### src/hw/rtl/assert_macros.svh
// Assertion macros shared by the evaluator RTL.
// Concurrent checks compile away when SYNTHESIS is defined.
`ifndef ASSERT_MACROS_SVH
`define ASSERT_MACROS_SVH

`ifndef SYNTHESIS

// prop must hold at every clock edge outside reset
`define IEE_ASSERT(lbl, clk, rst_n, prop) \
    lbl: assert property (@(posedge clk) disable iff (!rst_n) (prop)) \
        else $error("%m: check failed");

// cons must hold in the cycle after ante
`define IEE_ASSERT_NEXT(lbl, clk, rst_n, ante, cons) \
    lbl: assert property (@(posedge clk) disable iff (!rst_n) (ante) |=> (cons)) \
        else $error("%m: check failed");

`else

`define IEE_ASSERT(lbl, clk, rst_n, prop)
`define IEE_ASSERT_NEXT(lbl, clk, rst_n, ante, cons)

`endif

`endif

### src/hw/rtl/iee_pkg.sv
// Shared types and constants of the infix expression evaluator.
// No dependencies; every RTL module imports this package.
package iee_pkg;

    localparam int WORD_W    = 32;
    localparam int QDEPTH    = 4;
    localparam int QPTR_W    = $clog2(QDEPTH);
    localparam int DIV_CNT_W = $clog2(WORD_W);

    // character codes
    localparam logic [7:0] CH_LF    = 8'h0A;
    localparam logic [7:0] CH_SPACE = 8'h20;
    localparam logic [7:0] CH_STAR  = 8'h2A;
    localparam logic [7:0] CH_PLUS  = 8'h2B;
    localparam logic [7:0] CH_MINUS = 8'h2D;
    localparam logic [7:0] CH_SLASH = 8'h2F;
    localparam logic [7:0] CH_ZERO  = 8'h30;
    localparam logic [7:0] CH_NINE  = 8'h39;
    localparam logic [7:0] CH_EQ    = 8'h3D;

    // status codes
    localparam logic [1:0] ST_OK      = 2'd0;
    localparam logic [1:0] ST_DIVZERO = 2'd1;
    localparam logic [1:0] ST_BADCHAR = 2'd2;

    typedef struct packed {
        logic [7:0] char_code;
        logic       end_of_expr;
    } t_in_word;

    typedef struct packed {
        logic signed [31:0] result_value;
        logic [1:0]         status_code;
    } t_out_word;

    typedef enum logic [2:0] {
        K_DIGIT, K_SPACE, K_MUL, K_DIV, K_ADD, K_SUB, K_CLOSE, K_BAD
    } t_kind;

    // classified character as queued between front and back
    typedef struct packed {
        t_kind      kind;
        logic [3:0] digit;
        logic       close;
    } t_tok;

    typedef enum logic [1:0] {
        OP_NONE, OP_MUL, OP_DIV
    } t_mul_op;

    typedef enum logic [1:0] {
        S_FETCH, S_FN, S_DIV, S_POST
    } t_back_state;

    typedef struct packed {
        logic              start;
        logic [WORD_W-1:0] dividend;
        logic [WORD_W-1:0] divisor;
    } t_div_req;

    typedef struct packed {
        logic              done;
        logic              div_zero;
        logic [WORD_W-1:0] quotient;
    } t_div_rsp;

endpackage

### src/hw/rtl/infix_expression_evaluator_core.sv
// Top level of the streaming infix expression evaluator.
// Depends on iee_pkg, iee_front, iee_div and iee_back.
//
// Characters come in one word at a time on the push/full side; a finished
// expression leaves as one word on the empty/pop side, holding the 32-bit
// wrapped value and a status (ok, divide by zero, bad character; the first
// error seen wins). Numbers combine with + - * /, where * and / bind tighter,
// both levels left to right; spaces are skipped, an empty operand is zero,
// and '=', newline or the end flag closes the expression and clears state.
// The front classifies each character and drops it into a four-entry token
// queue, so it takes a word every cycle until that queue fills. The back
// sequencer drains the queue: a digit, space or bad character needs only its
// fetch, + - * / go through fetch, fold pending number and apply operator,
// and a close adds a fold and the output step. Folding a pending division
// runs the iterative divider, one quotient bit a cycle; a zero divisor skips
// the bit steps. That divider sets the worst case: the slowest character is
// one that finishes a quotient, slower still when that character is a '/'
// carrying the end flag, since the close then folds a second, zero-divisor
// division. A result waiting in the output register does not stop the back
// until the next close needs that register.

module infix_expression_evaluator_core import iee_pkg::*; (
    input  logic      i_clk,
    input  logic      i_rst_n,
    input  logic      push,
    output logic      full,
    input  t_in_word  i_in_word,
    output logic      empty,
    input  logic      pop,
    output t_out_word o_out_word
);

    t_tok     w_tok;
    logic     w_tok_valid, w_tok_pop;
    t_div_req w_div_req;
    t_div_rsp w_div_rsp;
    logic     w_out_valid;

    // classify and queue
    iee_front u_front (
        .i_clk       (i_clk),
        .i_rst_n     (i_rst_n),
        .push        (push),
        .full        (full),
        .i_in_word   (i_in_word),
        .o_tok       (w_tok),
        .o_tok_valid (w_tok_valid),
        .i_tok_pop   (w_tok_pop)
    );

    // divider for pending '/', driven by the back
    iee_div u_div (
        .i_clk   (i_clk),
        .i_rst_n (i_rst_n),
        .i_req   (w_div_req),
        .o_rsp   (w_div_rsp)
    );

    // evaluate tokens, hold the finished result word
    iee_back u_back (
        .i_clk       (i_clk),
        .i_rst_n     (i_rst_n),
        .i_tok       (w_tok),
        .i_tok_valid (w_tok_valid),
        .o_tok_pop   (w_tok_pop),
        .o_div_req   (w_div_req),
        .i_div_rsp   (w_div_rsp),
        .o_out_word  (o_out_word),
        .o_out_valid (w_out_valid),
        .i_out_pop   (pop)
    );

    assign empty = !w_out_valid;

endmodule

### src/hw/rtl/iee_front.sv
// Front end: classifies incoming characters and queues the tokens.
// Depends on iee_pkg and assert_macros.svh.
`include "assert_macros.svh"

module iee_front import iee_pkg::*; (
    input  logic     i_clk,
    input  logic     i_rst_n,
    input  logic     push,
    output logic     full,
    input  t_in_word i_in_word,
    output t_tok     o_tok,
    output logic     o_tok_valid,
    input  logic     i_tok_pop
);

    t_tok              r_q [QDEPTH];
    logic [QPTR_W-1:0] r_wr, r_rd;
    logic [QPTR_W:0]   r_cnt;
    t_tok              w_tok;
    logic              w_push, w_pop;

    always_comb begin
        w_tok.digit = 4'd0;
        w_tok.close = i_in_word.end_of_expr;
        case (i_in_word.char_code) inside
            [CH_ZERO:CH_NINE]: begin
                w_tok.kind  = K_DIGIT;
                w_tok.digit = 4'(i_in_word.char_code - CH_ZERO);
            end
            CH_SPACE: w_tok.kind = K_SPACE;
            CH_STAR:  w_tok.kind = K_MUL;
            CH_SLASH: w_tok.kind = K_DIV;
            CH_PLUS:  w_tok.kind = K_ADD;
            CH_MINUS: w_tok.kind = K_SUB;
            CH_EQ, CH_LF: begin
                w_tok.kind  = K_CLOSE;
                w_tok.close = 1'b1;
            end
            default:  w_tok.kind = K_BAD;
        endcase
    end

    assign full        = (r_cnt == (QPTR_W+1)'(QDEPTH));
    assign o_tok_valid = (r_cnt != '0);
    assign o_tok       = r_q[r_rd];
    assign w_push      = push && !full;
    assign w_pop       = i_tok_pop && o_tok_valid;

    always_ff @(posedge i_clk) begin
        if (w_push) begin
            r_q[r_wr] <= w_tok;
        end
    end

    always_ff @(posedge i_clk) begin
        if (!i_rst_n) begin
            r_wr  <= '0;
            r_rd  <= '0;
            r_cnt <= '0;
        end else begin
            if (w_push) begin
                r_wr <= r_wr + 1'b1;
            end
            if (w_pop) begin
                r_rd <= r_rd + 1'b1;
            end
            case ({w_push, w_pop})
                2'b10:   r_cnt <= r_cnt + 1'b1;
                2'b01:   r_cnt <= r_cnt - 1'b1;
                default: r_cnt <= r_cnt;
            endcase
        end
    end

    `IEE_ASSERT_NEXT(a_cnt_up, i_clk, i_rst_n, w_push && !w_pop, r_cnt == $past(r_cnt) + 1'b1)

endmodule

### src/hw/rtl/iee_div.sv
// Iterative signed divider, one quotient bit per cycle, truncating.
// Depends on iee_pkg and assert_macros.svh.
`include "assert_macros.svh"

module iee_div import iee_pkg::*; (
    input  logic     i_clk,
    input  logic     i_rst_n,
    input  t_div_req i_req,
    output t_div_rsp o_rsp
);

    logic                 r_busy, r_done, r_zero, r_neg;
    logic [DIV_CNT_W-1:0] r_cnt;
    logic [WORD_W-1:0]    r_rem, r_quo, r_den;
    logic [WORD_W-1:0]    w_ua, w_ub;
    logic [WORD_W:0]      w_shift, w_diff;
    logic                 w_ge;

    assign w_ua    = i_req.dividend[WORD_W-1] ? (WORD_W)'(0) - i_req.dividend
                                              : i_req.dividend;
    assign w_ub    = i_req.divisor[WORD_W-1]  ? (WORD_W)'(0) - i_req.divisor
                                              : i_req.divisor;
    // restoring step: bring down next dividend bit, try subtract
    assign w_shift = {r_rem, r_quo[WORD_W-1]};
    assign w_diff  = w_shift - {1'b0, r_den};
    assign w_ge    = !w_diff[WORD_W];

    always_ff @(posedge i_clk) begin
        if (!i_rst_n) begin
            r_busy <= 1'b0;
            r_done <= 1'b0;
            r_zero <= 1'b0;
            r_neg  <= 1'b0;
            r_cnt  <= '0;
        end else begin
            r_done <= 1'b0;
            if (i_req.start && !r_busy) begin
                r_neg  <= i_req.dividend[WORD_W-1] ^ i_req.divisor[WORD_W-1];
                r_zero <= (w_ub == '0);
                r_cnt  <= '0;
                if (w_ub == '0) begin
                    r_done <= 1'b1;
                end else begin
                    r_busy <= 1'b1;
                end
            end else if (r_busy) begin
                r_cnt <= r_cnt + 1'b1;
                if (r_cnt == (DIV_CNT_W)'(WORD_W-1)) begin
                    r_busy <= 1'b0;
                    r_done <= 1'b1;
                end
            end
        end
    end

    always_ff @(posedge i_clk) begin
        if (i_req.start && !r_busy) begin
            r_rem <= '0;
            r_quo <= (w_ub == '0) ? '0 : w_ua;
            r_den <= w_ub;
        end else if (r_busy) begin
            r_rem <= w_ge ? w_diff[WORD_W-1:0] : w_shift[WORD_W-1:0];
            r_quo <= {r_quo[WORD_W-2:0], w_ge};
        end
    end

    assign o_rsp.done     = r_done;
    assign o_rsp.div_zero = r_zero;
    assign o_rsp.quotient = r_neg ? (WORD_W)'(0) - r_quo : r_quo;

    `IEE_ASSERT(a_no_restart, i_clk, i_rst_n, !(i_req.start && r_busy))
    `IEE_ASSERT_NEXT(a_done_pulse, i_clk, i_rst_n, r_done, !r_done && !r_busy)

endmodule

### src/hw/rtl/iee_back.sv
// Back end: sequencer that folds tokens into number, term and sum.
// Depends on iee_pkg and assert_macros.svh; drives the divider.
`include "assert_macros.svh"

module iee_back import iee_pkg::*; (
    input  logic      i_clk,
    input  logic      i_rst_n,
    input  t_tok      i_tok,
    input  logic      i_tok_valid,
    output logic      o_tok_pop,
    output t_div_req  o_div_req,
    input  t_div_rsp  i_div_rsp,
    output t_out_word o_out_word,
    output logic      o_out_valid,
    input  logic      i_out_pop
);

    t_back_state       r_state, n_state;
    logic              r_phase, n_phase;  // 1: closing pass
    t_kind             r_kind, n_kind;
    logic              r_close, n_close;
    logic [WORD_W-1:0] r_num, n_num;
    logic [WORD_W-1:0] r_term, n_term;
    logic [WORD_W-1:0] r_sum, n_sum;
    t_mul_op           r_pend, n_pend;
    logic              r_neg, n_neg;
    logic [1:0]        r_err, n_err;
    t_out_word         r_out, n_out;
    logic              r_out_valid, n_out_valid;

    logic [WORD_W-1:0] w_prod, w_sum, w_num10;

    assign w_prod  = r_term * r_num;
    assign w_sum   = r_neg ? r_sum - r_term : r_sum + r_term;
    // times ten as two shifts
    assign w_num10 = (r_num << 3) + (r_num << 1) + (WORD_W)'(i_tok.digit);

    always_comb begin
        n_state     = r_state;
        n_phase     = r_phase;
        n_kind      = r_kind;
        n_close     = r_close;
        n_num       = r_num;
        n_term      = r_term;
        n_sum       = r_sum;
        n_pend      = r_pend;
        n_neg       = r_neg;
        n_err       = r_err;
        n_out       = r_out;
        n_out_valid = r_out_valid && !i_out_pop;
        o_tok_pop   = 1'b0;
        o_div_req.start    = 1'b0;
        o_div_req.dividend = r_term;
        o_div_req.divisor  = r_num;

        case (r_state)
            S_FETCH: begin
                if (i_tok_valid) begin
                    o_tok_pop = 1'b1;
                    n_kind    = i_tok.kind;
                    n_close   = i_tok.close;
                    n_phase   = 1'b1;
                    case (i_tok.kind)
                        K_DIGIT: begin
                            n_num = w_num10;
                            if (i_tok.close) begin
                                n_state = S_FN;
                            end
                        end
                        K_SPACE: begin
                            if (i_tok.close) begin
                                n_state = S_FN;
                            end
                        end
                        K_BAD: begin
                            if (r_err == ST_OK) begin
                                n_err = ST_BADCHAR;
                            end
                            if (i_tok.close) begin
                                n_state = S_FN;
                            end
                        end
                        K_CLOSE: begin
                            n_state = S_FN;
                        end
                        default: begin
                            // operator: fold number first, then apply it
                            n_phase = 1'b0;
                            n_state = S_FN;
                        end
                    endcase
                end
            end
            S_FN: begin
                case (r_pend)
                    OP_MUL:  n_term = w_prod;
                    OP_DIV:  o_div_req.start = 1'b1;
                    default: n_term = r_num;
                endcase
                n_num   = '0;
                n_pend  = OP_NONE;
                n_state = (r_pend == OP_DIV) ? S_DIV : S_POST;
            end
            S_DIV: begin
                if (i_div_rsp.done) begin
                    n_term = i_div_rsp.quotient;
                    if (i_div_rsp.div_zero && r_err == ST_OK) begin
                        n_err = ST_DIVZERO;
                    end
                    n_state = S_POST;
                end
            end
            S_POST: begin
                if (!r_phase) begin
                    case (r_kind)
                        K_MUL: n_pend = OP_MUL;
                        K_DIV: n_pend = OP_DIV;
                        K_ADD, K_SUB: begin
                            n_sum  = w_sum;
                            n_term = '0;
                            n_neg  = (r_kind == K_SUB);
                        end
                        default: n_pend = r_pend;
                    endcase
                    n_phase = 1'b1;
                    n_state = r_close ? S_FN : S_FETCH;
                end else if (!r_out_valid || i_out_pop) begin
                    n_out.result_value = w_sum;
                    n_out.status_code  = r_err;
                    n_out_valid        = 1'b1;
                    n_num   = '0;
                    n_term  = '0;
                    n_sum   = '0;
                    n_pend  = OP_NONE;
                    n_neg   = 1'b0;
                    n_err   = ST_OK;
                    n_state = S_FETCH;
                end
            end
            default: n_state = S_FETCH;
        endcase
    end

    always_ff @(posedge i_clk) begin
        if (!i_rst_n) begin
            r_state     <= S_FETCH;
            r_phase     <= 1'b0;
            r_kind      <= K_SPACE;
            r_close     <= 1'b0;
            r_num       <= '0;
            r_term      <= '0;
            r_sum       <= '0;
            r_pend      <= OP_NONE;
            r_neg       <= 1'b0;
            r_err       <= ST_OK;
            r_out_valid <= 1'b0;
        end else begin
            r_state     <= n_state;
            r_phase     <= n_phase;
            r_kind      <= n_kind;
            r_close     <= n_close;
            r_num       <= n_num;
            r_term      <= n_term;
            r_sum       <= n_sum;
            r_pend      <= n_pend;
            r_neg       <= n_neg;
            r_err       <= n_err;
            r_out_valid <= n_out_valid;
        end
    end

    always_ff @(posedge i_clk) begin
        r_out <= n_out;
    end

    assign o_out_word  = r_out;
    assign o_out_valid = r_out_valid;

    `IEE_ASSERT(a_pop_fetch, i_clk, i_rst_n, !o_tok_pop || (r_state == S_FETCH && i_tok_valid))
    `IEE_ASSERT_NEXT(a_div_wait, i_clk, i_rst_n, o_div_req.start, r_state == S_DIV)
    `IEE_ASSERT(a_div_clear, i_clk, i_rst_n, r_state != S_DIV || r_pend == OP_NONE)

endmodule

### config.mk
export PLATFORM = sky130hd
export DESIGN_NAME = infix_expression_evaluator_core
export DESIGN_NICKNAME = d
export VERILOG_FILES = /design/src/hw/rtl/iee_pkg.sv /design/src/hw/rtl/infix_expression_evaluator_core.sv /design/src/hw/rtl/iee_front.sv /design/src/hw/rtl/iee_div.sv /design/src/hw/rtl/iee_back.sv
export VERILOG_INCLUDE_DIRS = /design/src /design/src/hw/rtl
export SDC_FILE = /design/constraint.sdc
export NUM_CORES = 2
export LEC_CHECK = 0
export BUFFER_PORTS_ARGS = -buffer_cell sky130_fd_sc_hd__buf_2
export CAP_MARGIN = 20
export CELL_PAD_IN_SITES_DETAIL_PLACEMENT = 1
export CELL_PAD_IN_SITES_GLOBAL_PLACEMENT = 2
export CORE_MARGIN = 3
export CORE_UTILIZATION = 38
export DETAILED_ROUTE_END_ITERATION = 7
export HOLD_SLACK_MARGIN = 0.05
export PLACE_DENSITY = 0.84
export REMOVE_ABC_BUFFERS = 1
export SYNTH_ARGS = -nofsm -noshare
export SYNTH_HDL_FRONTEND = slang
export SYNTH_SLANG_ARGS = --single-unit
### constraint.sdc
create_clock -name i_clk -period 7.3 [get_ports i_clk]
set_clock_uncertainty 0.2 [all_clocks]
set_input_delay 1.46 -clock i_clk [delete_from_list [all_inputs] [get_ports i_clk]]
set_output_delay 1.46 -clock i_clk [all_outputs]
set_load 0.03 [all_outputs]
==> reports/results.tsv <==
metric	value	unit
rsz0062_at_grt	yes	
io_pins	49	
initial_core_util	38.4	%
clock_latency	590	ps
cp_max_fo	6	
max_cap_violations	0	
layout_common_cells	nand2_1 (487), inv_1 (464), fa_1 (399)	
avgSynthCellArea	8.86	um2
final_common_cell	nand2_1	
rr_startpoint	u_back.r_term[16]	
irDropWorstVdd	0.000222	V
fp.dieH	308	um
drive_gt1_share	13.1	%
hold_violations	0	
power.leakage	17.8	nW
yosys.area.top_type	fa_1	
grt_pass1_wl	179	mm
setup.worst_path.start	u_back.r_term[16]	
root_buffer	clkbuf_16	
crit_family	adder cells	
path_cells	buf_12 > and2_4 > fa_1 > fa_1 > fa_1 > inv_2 > fa_1 > inv_2 > fa_1 > fa_1 > fa_1 > fa_1 > ha_4 > nand3_4 > nor3_2 > and3_1 > and2_4 > a31oi_4 > a21o_1 > a211o_1 > and3_1 > o31ai_2 > a221oi_2 > a211oi_1	
yosys_warnings	0	
cts_max_path_buffers	3	
synthFlopType	dfxtp_1	
die_x	308	um
ff_latch_area	7150	um2
clock-sinks	289	
cts_made_buffers	38	
setup_viol	5	
crit_slowest_cell	fa_1	
stdcell_count	5228	
postRouteAntennaNets	0	
multi_input_area	25300	um2
drc	0	
area_growth	13.7	%
synth_cells	3916	
synth_edf_count	130	
drt_iter0_drc	1743	
worst_pin_slew	1070	ps
ys_async_sr_fraction	0	%
fmax	0.132	GHz
yosys-top-cells-area	fa_1 (24%), edfxtp_1 (11%), ha_1 (9.3%)	
wl_per_cell	21.7	um
cp.required	7580	ps
path_buf_inv	3	
drt-total-wl	114	mm
worstSetupPathType	reg2reg	
outcome	complete, but fails checks	
grt_max_degree	72	
cts_tree	built	
cp-end-kind	flip-flop	
synth_cell_types	75	
gp_congestion	0.918	
synth_top_cell_area_share	23.8	%
grt-ovfl-total	0	
slew_viol_final	0	
vias	28400	
post-route-period-util	104	%
setup_slack	-287	ps
drt_pass1_iterations	5	
rows	110	
slowest_delay	620	ps
io_buffers	48	
ys_seq_area_share	20.4	%
ctsHtreeMaxLevel	2	
grt_pass1_vias	30300	
core_area	90300	um2
cpMostUsedCell	fa_1	
clkTransAtPathRegs	60	ps
fin_nets	4706	
synth-seq-cells	289	
critical_path_arrival	7860	ps
antenna_found_initial	7	
hold_path_startpoint	u_back.r_close	
track_usage	24.2	%
maxSlewHeadroom	28.1	%
postPlaceCellArea	37400	um2
hold_class	reg2reg	
placedCellCount	5137	
fill_cells	10500	
critPathLaunchType	flip-flop	
min_period	7590	ps
synth_area	34700	um2
hpwl	89.7	mm
via_per_inst	5.44	
violations	negative setup slack	
power_density	223	nW/um2
dieArea	95000	um2
final_area	39500	um2
[what timing repair did]
item                                    CTS  global route
resized for setup                        66            84
endpoints found under the setup margin   16            16
pin swaps                                47            64
setup buffers                            10            12
hold buffers                              0             0
[final timing paths]
check / slack [ps] / depth (start not counted) / end
setup / recovery: -290 / 24 / u_back.r_term[31]
hold reg to reg: 270 / 2 / u_back.r_close
setup reg to reg: -290 / 24 / u_back.r_term[31]
hold / removal: 270 / 2 / u_back.r_close
[metal layers]
metal,vias up,part of all wire [%],global-route usage (%)
met2,686,46,39.9
met1,14500,44,32.7
met3,211,5.7,3.58
met4,4,3.5,7.81
li1,13000,-,-
met5,-,0.025,0
[cells by family (layout without fill, tap and decap cells)]
logic type / Yosys count / in the layout / synth area share (%)
and+or+nand+nor: 1271 / 1271 / 18.0
buffers and inverters: 717 / 851 / 7.85
adders and majority gates: 672 / 672 / 33.2
AOI/OAI and AO/OA: 651 / 651 / 12.2
xor gates and xnor gates: 289 / 289 / 7.34
DFF: 289 / 289 / 20.4
muxes: 27 / 27 / 1.08
other: 0 / 2 / 0
[cell type report]
class                           instances  share of cell area (%)
Multi-Input combinational cell       2910                    64.3
Sequential cell                       289                    18.1
Clock inverter                         18                   0.368
Tap cell                             1176                    3.73
Antenna cell                            2                  0.0127
Clock buffer                           51                    2.87
Timing Repair Buffer                  303                    6.09
Inverter                              479                    4.56
[stage by stage]
| stage | setup TNS (ps) | hold WS (ps) | utilization, % | power, W | setup slack, ps |
|---|---|---|---|---|---|
| after detailed placement | -1770 | 261 | 41.5 | 0.00665 | -426 |
| after floorplan | -293 | 230 | - | 0.00478 | -293 |
| final | -786 | 267 | 43.7 | 0.00880 | -287 |
| after global routing | -2240 | 295 | 43.7 | 0.00937 | -510 |
| after global placement | -1550 | 247 | 41.5 | 0.00656 | -388 |
| after CTS | -235 | 268 | 43.3 | 0.00871 | -186 |
[tightest hold or removal path: stages (launching register included)]
cell and delay (ps):
dfxtp_1 310, nand2_1 50, a21oi_1 60
[Yosys cell counts (9+ instances only)]
library cell / number
a211oi_1: 17
a21o_1: 56
a21oi_1: 164
a221oi_1: 17
a22oi_1: 52
a31oi_1: 21
and2_1: 320
and3_1: 16
buf_1: 13
clkbuf_1: 220
dfxtp_1: 159
edfxtp_1: 130
fa_1: 413
ha_1: 259
inv_1: 476
mux2i_1: 16
nand2_1: 488
nand2b_1: 32
nand3_1: 61
nand3b_1: 9
nand4_1: 16
nor2_1: 185
nor2b_1: 26
nor3_1: 50
o211ai_1: 30
o21a_1: 11
o21ai_0: 133
o21bai_1: 18
o31ai_1: 58
o41ai_1: 10
or2_2: 11
or3_1: 19
xnor2_1: 208
xor2_1: 80
[state kept, by name (all words and copies together), names as in the netlist, 32 cells and up, named ones only]
| register | cells |
|---|---|
| u_back.r_num | 32 |
| u_div.r_quo | 32 |
| u_div.r_den | 32 |
| u_front.r_q | 32 |
| u_div.r_rem | 32 |
| u_back.r_sum | 32 |
| u_back.r_term | 32 |
| u_back.o_out_word | 34 |
[report_power, final]
part | leakage [nW] | internal [W] | total [W] | switching, W
registers | 2.51 | 0.00189 | 0.00209 | 0.000198
clock network | 0.627 | 0.00113 | 0.00193 | 0.000797
logic | 14.6 | 0.00173 | 0.00478 | 0.00305
Note: power is estimated with default switching activity, not from simulation.
